### config.mk
export PLATFORM = sky130hd
export DESIGN_NAME = olce_div_pipe
export DESIGN_NICKNAME = d
export VERILOG_FILES = /design/src/rtl/core/ofdm_ls_channel_estimator_unit_assert.svh /design/src/rtl/core/olce_pkg.sv /design/src/rtl/core/olce_div_pipe.sv
export SDC_FILE = /design/constraint.sdc
export NUM_CORES = 2
export LEC_CHECK = 0
export ABC_AREA = 1
export BUFFER_PORTS_ARGS = -buffer_cell sky130_fd_sc_hd__buf_4
export CAP_MARGIN = 20
export CORE_MARGIN = 2
export CORE_UTILIZATION = 49
export CTS_CLUSTER_DIAMETER = 200
export CTS_CLUSTER_SIZE = 24
export DETAILED_ROUTE_END_ITERATION = 16
export SYNTH_ARGS = -nofsm -noshare
export SYNTH_HDL_FRONTEND = slang
export SYNTH_SLANG_ARGS = --single-unit
### constraint.sdc
create_clock -name clk -period 6.31 [get_ports clk]
set_clock_uncertainty 0.15 [all_clocks]
set_input_delay 1.262 -clock clk [delete_from_list [all_inputs] [get_ports clk]]
set_output_delay 1.262 -clock clk [all_outputs]
set_load 0.02 [all_outputs]
### src/rtl/core/ofdm_ls_channel_estimator_unit_assert.svh
// ----------------------------------------------------------------------------
// Assertion macros for the OFDM LS channel estimator
// Concurrent checks that compile away when ASSERT_OFF is defined.
// ----------------------------------------------------------------------------
`ifndef OFDM_LS_CHANNEL_ESTIMATOR_UNIT_ASSERT_SVH
`define OFDM_LS_CHANNEL_ESTIMATOR_UNIT_ASSERT_SVH
`ifndef ASSERT_OFF
`define OLCE_ASSERT_SAME(lbl, clk, rstn, ante, cons, msg) \
  lbl: assert property (@(posedge clk) disable iff (!rstn) (ante) |-> (cons)) else $error(msg);
`define OLCE_ASSERT_NEXT(lbl, clk, rstn, ante, cons, msg) \
  lbl: assert property (@(posedge clk) disable iff (!rstn) (ante) |=> (cons)) else $error(msg);
`else
`define OLCE_ASSERT_SAME(lbl, clk, rstn, ante, cons, msg)
`define OLCE_ASSERT_NEXT(lbl, clk, rstn, ante, cons, msg)
`endif
`endif

### src/rtl/core/olce_pkg.sv
// ----------------------------------------------------------------------------
// olce_pkg
// Shared constants, types and helpers of the OFDM LS channel estimator.
// ----------------------------------------------------------------------------
`timescale 1ns / 1ps

package olce_pkg;

  localparam int VLEN_DEF       = 64;
  localparam int MAX_BLOCKS_DEF = 8;

  localparam int QW = 16;             // quotient bits
  localparam int DW = 32;             // divisor bits
  localparam int WW = DW + QW;        // divider working width

  localparam logic [31:0] RX_THR_RST    = 32'd6711;
  localparam logic [31:0] KNOWN_THR_RST = 32'd0;

  localparam logic KIND_SAMPLE = 1'b0;
  localparam logic KIND_LOAD   = 1'b1;

  localparam logic REG_RX_THR    = 1'b0;
  localparam logic REG_KNOWN_THR = 1'b1;

  localparam logic [15:0] ONE_Q510 = 16'd1024;

  typedef struct packed {
    logic       v;
    logic       ok;
    logic       known;
    logic       pilot;
    logic       last;
    logic [3:0] neg;
  } ctl_t;

  // quotient magnitude to signed Q5.10 with saturation
  function automatic logic [15:0] sat_q(input logic [15:0] q, input logic ovf,
                                        input logic neg);
    logic [15:0] r;
    if (!neg) begin
      r = (ovf || q[15]) ? 16'h7FFF : q;
    end else begin
      r = (ovf || (q > 16'h8000)) ? 16'h8000 : (16'd0 - q);
    end
    return r;
  endfunction

endpackage

### src/rtl/core/olce_div_pipe.sv
// ----------------------------------------------------------------------------
// olce_div_pipe
// Pipelined restoring divider: overflow check, then one quotient bit a stage.
// ----------------------------------------------------------------------------
`timescale 1ns / 1ps

module olce_div_pipe (
  input  logic                      clk,
  input  logic                      en,
  input  logic [olce_pkg::WW-1:0]   n_i,
  input  logic [olce_pkg::DW-1:0]   d_i,
  output logic [olce_pkg::QW-1:0]   q_o,
  output logic                      ovf_o
);

  localparam int QW = olce_pkg::QW;
  localparam int DW = olce_pkg::DW;
  localparam int WW = olce_pkg::WW;

  logic [WW-1:0] rem_r [0:QW];
  logic [DW-1:0] den_r [0:QW];
  logic [QW-1:0] quo_r [0:QW];
  logic          ovf_r [0:QW];

  // quotient would need more than QW bits
  always_ff @(posedge clk) begin
    if (en) begin
      rem_r[0] <= n_i;
      den_r[0] <= d_i;
      quo_r[0] <= '0;
      ovf_r[0] <= (n_i >= {d_i, {QW{1'b0}}});
    end
  end

  for (genvar j = 1; j <= QW; j++) begin : g_stage
    logic [WW-1:0] sh;
    logic          take;
    assign sh   = {{QW{1'b0}}, den_r[j-1]} << (QW - j);
    assign take = (rem_r[j-1] >= sh);
    always_ff @(posedge clk) begin
      if (en) begin
        rem_r[j] <= take ? (rem_r[j-1] - sh) : rem_r[j-1];
        den_r[j] <= den_r[j-1];
        quo_r[j] <= quo_r[j-1] | (take ? (QW'(1) << (QW - j)) : '0);
        ovf_r[j] <= ovf_r[j-1];
      end
    end
  end

  assign q_o   = quo_r[QW];
  assign ovf_o = ovf_r[QW];

endmodule

-- After elaboration in Yosys (flattened, before gate mapping)
Memory sizes are Yosys's and may differ from the RTL's.
Cells that the tools add are included.
W data, S select, Z words.
- $add $sub $neg: 16
- multipliers: 0
- div/mod/pow operators: 0
- magnitude comparators: 17
- equal/unequal tests: 0
- shifts and indexed selects: 0
- muxes and demuxes: 34
- bitwise logic cells: 16
- reduce and logical (&&, ||, !) cells: 0
- operators by type and width (kind ; number):
    $mux W48 ; 16
    $ge A48 B32 Y1 ; 1
    $ge A48 B33 Y1 ; 1
    $ge A48 B34 Y1 ; 1
    $ge A48 B35 Y1 ; 1
    $ge A48 B36 Y1 ; 1
    $ge A48 B37 Y1 ; 1
    $ge A48 B38 Y1 ; 1
    $ge A48 B39 Y1 ; 1
    $ge A48 B40 Y1 ; 1
    $ge A48 B41 Y1 ; 1
    $ge A48 B42 Y1 ; 1
    $ge A48 B43 Y1 ; 1
    $ge A48 B44 Y1 ; 1
    $ge A48 B45 Y1 ; 1
    $ge A48 B46 Y1 ; 1
    $ge A48 B47 Y1 ; 1
    $ge A48 B48 Y1 ; 1
    $sub A48 B32 Y48 ; 1
    $sub A48 B33 Y48 ; 1
    $sub A48 B34 Y48 ; 1
    $sub A48 B35 Y48 ; 1
    $sub A48 B36 Y48 ; 1
    $sub A48 B37 Y48 ; 1
    42 further kinds ; 44
- register bits after elaboration: 0
- bits in latches: 0
- RAM bits: 1649
- bits in read-only memories: 0
- input bits: 82
- output and inout bits: 17
- memories: 4
- memories (name ; words ; width ; read ports ; clocked after memory_dff ; wr ports ; RTL line ; source):
    rem_r ; 17 ; 48 ; 16 ; 0 ; 17 ; olce_div_pipe.sv:20 ; logic [WW-1:0] rem_r [0:QW];
    den_r ; 17 ; 32 ; 16 ; 0 ; 17 ; olce_div_pipe.sv:21 ; logic [DW-1:0] den_r [0:QW];
    quo_r ; 17 ; 16 ; 17 ; 0 ; 17 ; olce_div_pipe.sv:22 ; logic [QW-1:0] quo_r [0:QW];
    ovf_r ; 17 ; 1 ; 17 ; 0 ; 17 ; olce_div_pipe.sv:23 ; logic ovf_r [0:QW];

-- Longest topological paths before layout
An unclocked memory read counts as a cell.
- depth in word-level cells: 4
- gate-level depth with buffers: 17
- depth with buffers taken out: 16

-- Worst setup path before layout
Ideal clock, no wire load.
- path type: reg-to-reg
- start: memory rem_r[0][626] (netlist bit)
- end: memory rem_r[0][709] (netlist bit) (data pin)
- data arrival time: 2.138 ns
- data required time: 5.901 ns
- slack: 3.764 ns
- cell stages (with the launch flop): 16
- path buffers: 1
- period minus slack after synthesis: 2.546 ns
- cells stage by stage: edfxtp_1 > inv_1 > ha_1 > inv_1 > fa_1 > nand3_1 > nand3_1 > nand2_1 > nand2_1 > nand2_1 > nand2_1 > nand2_1 > nand3_1 > nor2_4 > buf_2 > a21oi_1
- RTL lines (element ; RTL line):
    from (decl) ; olce_div_pipe.sv:20

==> reports/qor.yml <==
status:
  run_status: "complete, no violations"
placed_design:
  place_area_um2: 102000
  dp_hpwl_mm: 288
  numPortBuffers: 98
  gp_congestion: 1.01
cells_and_area:
  synthToLayoutAreaGrowth_pct: 5.93
  final_util_pct: 52.2
  multi_input_area_um2: 44400
  layout-drive-gt1-share_pct: 2.22
  layout.nets: 14400
  stdcell_area_um2: 104000
  fillers: 19900
  seqCellArea_um2: 43000
setup_path:
  crit_fanout: 35
  r2r_slack_ns: 2.10
  worst_ep_arrival_time_ns: 4.53
  criticalPathCategory: "reg2reg"
  max_stage_delay_ns: 0.82
  critPathLaunchType: "register"
  path_cells: "ha_1 > nand2_1 > nor2_1 > nand2_1 > nand3_1 > nand2_1 > nand3_1 > nand2_1 > nand3_4 > inv_2 > buf_4 > o21ai_0"
  r2r_end: "rem_r[0][443]"
  timing.rr.start: "rem_r[0][395]"
  cpMaxStageDelayCell: "inv_2"
  worstSetupEndpointType: "register"
  critPathRequiredTime_ns: 6.63
  cpMostUsedCell: "nand2_1"
  rr_worst_depth: 12
min_path:
  min_delay_path_depth: 0
  min_to: "quo_r[1][114]"
  min_from: "quo_r[1][98]"
  hp-class: "reg2reg"
detailed_routing:
  firstDrtPassIters: 10
  post_drt_wl_per_cell_um: 21.2
  num_vias: 86300
  wl_mm: 348
  via_per_inst: 5.25
  first_iter_violations: 8475
  drc: 0
  drt.antenna.violating_nets: 0
die:
  initial_core_util_pct: 49.3
  die-area_um2: 205000
  ios: 99
  fp.dieH_um: 452
  core_area_um2: 200000
  rows: 164
  fp.dieW_um: 452
synth:
  synth_cell_types: 42
  yosysSeqAreaShare_pct: 43.7
  synthTopCellsByArea: "edfxtp_1, nand2_1, inv_1, ha_1, nor2_1"
  syn_area_um2: 98500
  synth.top_cell.area_share_pct: 43.7
  yosys.area.top_type: "edfxtp_1"
  ys.flop_type: "edfxtp_1"
  synthCells: 13700
  synthArstFlopShare_pct: 0
  syn-num-nets: 14300
  syn_area_per_cell_um2: 7.21
  synth-seq-cells: 1433
  synth-edff-count: 1433
  yosysWarnings: 0
cts:
  cts_setup_buffers: 0
  numCtsBuffers: 69
  h-tree-depth: 3
  path_clk_slew_ns: 0.12
  cts_sinks: 1433
  clockRootBuffer: "clkbuf_16"
  cts_resized: 0
  cts.path.max_buffers: 3
  postCtsHoldBufs: 0
  cts_tree: "yes"
  clkLatencyLatePin_ns: 0.77
power:
  vdd_drop_max_uv: 245
  p_per_area_nw_per_um2: 413
  power_uw: 43100
  leakage_uw: 0.0537
timing:
  finalSetupViolCount: 0
  fin_crit_sh_pct: 66.7
  period_minus_slack_ns: 4.21
  grt_setup_unrepaired: "no"
  tns_ns: 0
  slew_viol_final: 0
  hold_violations: 0
  tightest_slew_ns: 1.19
  maxSlewHeadroom_pct: 20.6
  clock.fmax_mhz: 238
global_route:
  grt_max_degree: 158
  grt_pass1_vias: 81300
  grt_pass1_wl_mm: 511
  overflow: 0
  grt_use_total_pct: 33.5
  antenna_found_initial: 8
job:
  drv_cap: 0
[cells by family after synthesis]
kind of cell | after synthesis | share of synthesized area, %
AND/OR/NAND/NOR | 7901 | 32.0
buffers and inverters | 2898 | 11.3
AO/OA/AOI/OAI | 592 | 3.22
flip-flops | 1433 | 43.7
adder cells (fa/ha/maj) | 559 | 7.21
XOR/XNOR | 286 | 2.54
[per-layer routing]
metal / wire length (um) / GRT usage, % / up-vias / share of wire (%)
li1: - / - / 42500 / -
met1: 140000 / 41.5 / 40100 / 40
met5: 0 / 0 / - / 0
met3: 20900 / 3.72 / 670 / 6.0
met2: 163000 / 56.3 / 3059 / 47
met4: 24700 / 20.2 / 0 / 7.1
[worst max path at each step]
stage,startpoint,depth (start not counted),slack [ns],end
after floorplan,rem_r[0][626],15,3.76,rem_r[0][709]
after global placement,rem_r[0][250],12,2.30,rem_r[0][327]
after detailed placement,rem_r[0][395],12,2.22,rem_r[0][443]
after CTS,rem_r[0][395],12,2.19,rem_r[0][442]
after global routing,den_r[0][259],13,1.95,rem_r[0][443]
final,rem_r[0][395],12,2.10,rem_r[0][443]
[final cells by class]
class	instances	area share (%)
diodes	6	0.0144
clock buffers	71	1.70
clock inverters	6	0.103
inverters	2793	10.0
multi-input cells	9338	42.5
flip-flops and latches	1433	41.2
well taps	2656	3.18
repair buffers	138	1.17
[stage by stage]
| step | instances | hold WS, ns | setup WS, ns |
|---|---|---|---|
| after floorplan | 13700 | 0.250 | 3.76 |
| after CTS | 16400 | 0.251 | 2.19 |
| after global placement | 16400 | 0.251 | 2.30 |
| final | 16400 | 0.255 | 2.10 |
| after global routing | 16400 | 0.278 | 1.95 |
| after detailed placement | 16400 | 0.255 | 2.22 |
[Yosys cell counts (8+ instances only)]
cell and number:
nand3_1 714, nor2_2 15, nand2_2 17, buf_2 62
o21ai_0 98, nand2_1 5656, nor4_1 18, xor2_1 255
clkbuf_1 8, ha_1 544, a21oi_2 17, o21bai_1 32
nor3_1 89, edfxtp_1 1433, inv_1 2782, buf_4 27
fa_1 15, inv_2 11, xnor2_1 31, a21oi_1 416
buf_6 8, and2_1 13, nand4_1 156, nor2_1 1140
nand3b_1 52
[worst max-delay path, delay by kind of cell (launching register included)]
kind            cells  cell delay, ns
compound gates      1            0.15
fa+ha+maj           1            0.37
buf+inv             2            1.22
flops               1            0.43
simple gates        8            1.55
[state kept, by name (all words and copies together) (netlist names)]
register	cells
quo_r	136
den_r	512
rem_r	768
ovf_r	17
[where the power goes]
| part | switching [uW] | internal (uW) | leakage, uW |
|---|---|---|---|
| clock | 3150 | 2060 | 0.000921 |
| sequential | 2230 | 13400 | 0.0139 |
| combinational | 15400 | 6840 | 0.0388 |
| total | 20800 | 22300 | 0.0537 |
[placed cells by master (no fill, tap or decap), types with 6 or more instances in the layout]
cell type / n
nor2_4: 8
nor2_2: 13
and2_1: 13
nand2_2: 17
o21ai_2: 6
nand4_1: 156
xnor2_1: 31
buf_12: 8
nand2_1: 5656
ha_1: 544
and3_1: 7
diode_2: 6
nand3b_1: 52
nand3_1: 714
inv_1: 2782
fa_1: 15
o21ai_0: 98
o21ai_1: 6
nand4_2: 7
a21oi_1: 416
nor2_1: 1138
or2_2: 7
clkbuf_16: 71
a21oi_2: 17
edfxtp_1: 1433
o21bai_1: 32
inv_2: 11
buf_4: 126
o211ai_1: 6
nor3_1: 89
xor2_1: 255
nor4_1: 18
No activity file was read; power rests on OpenSTA's default activity.
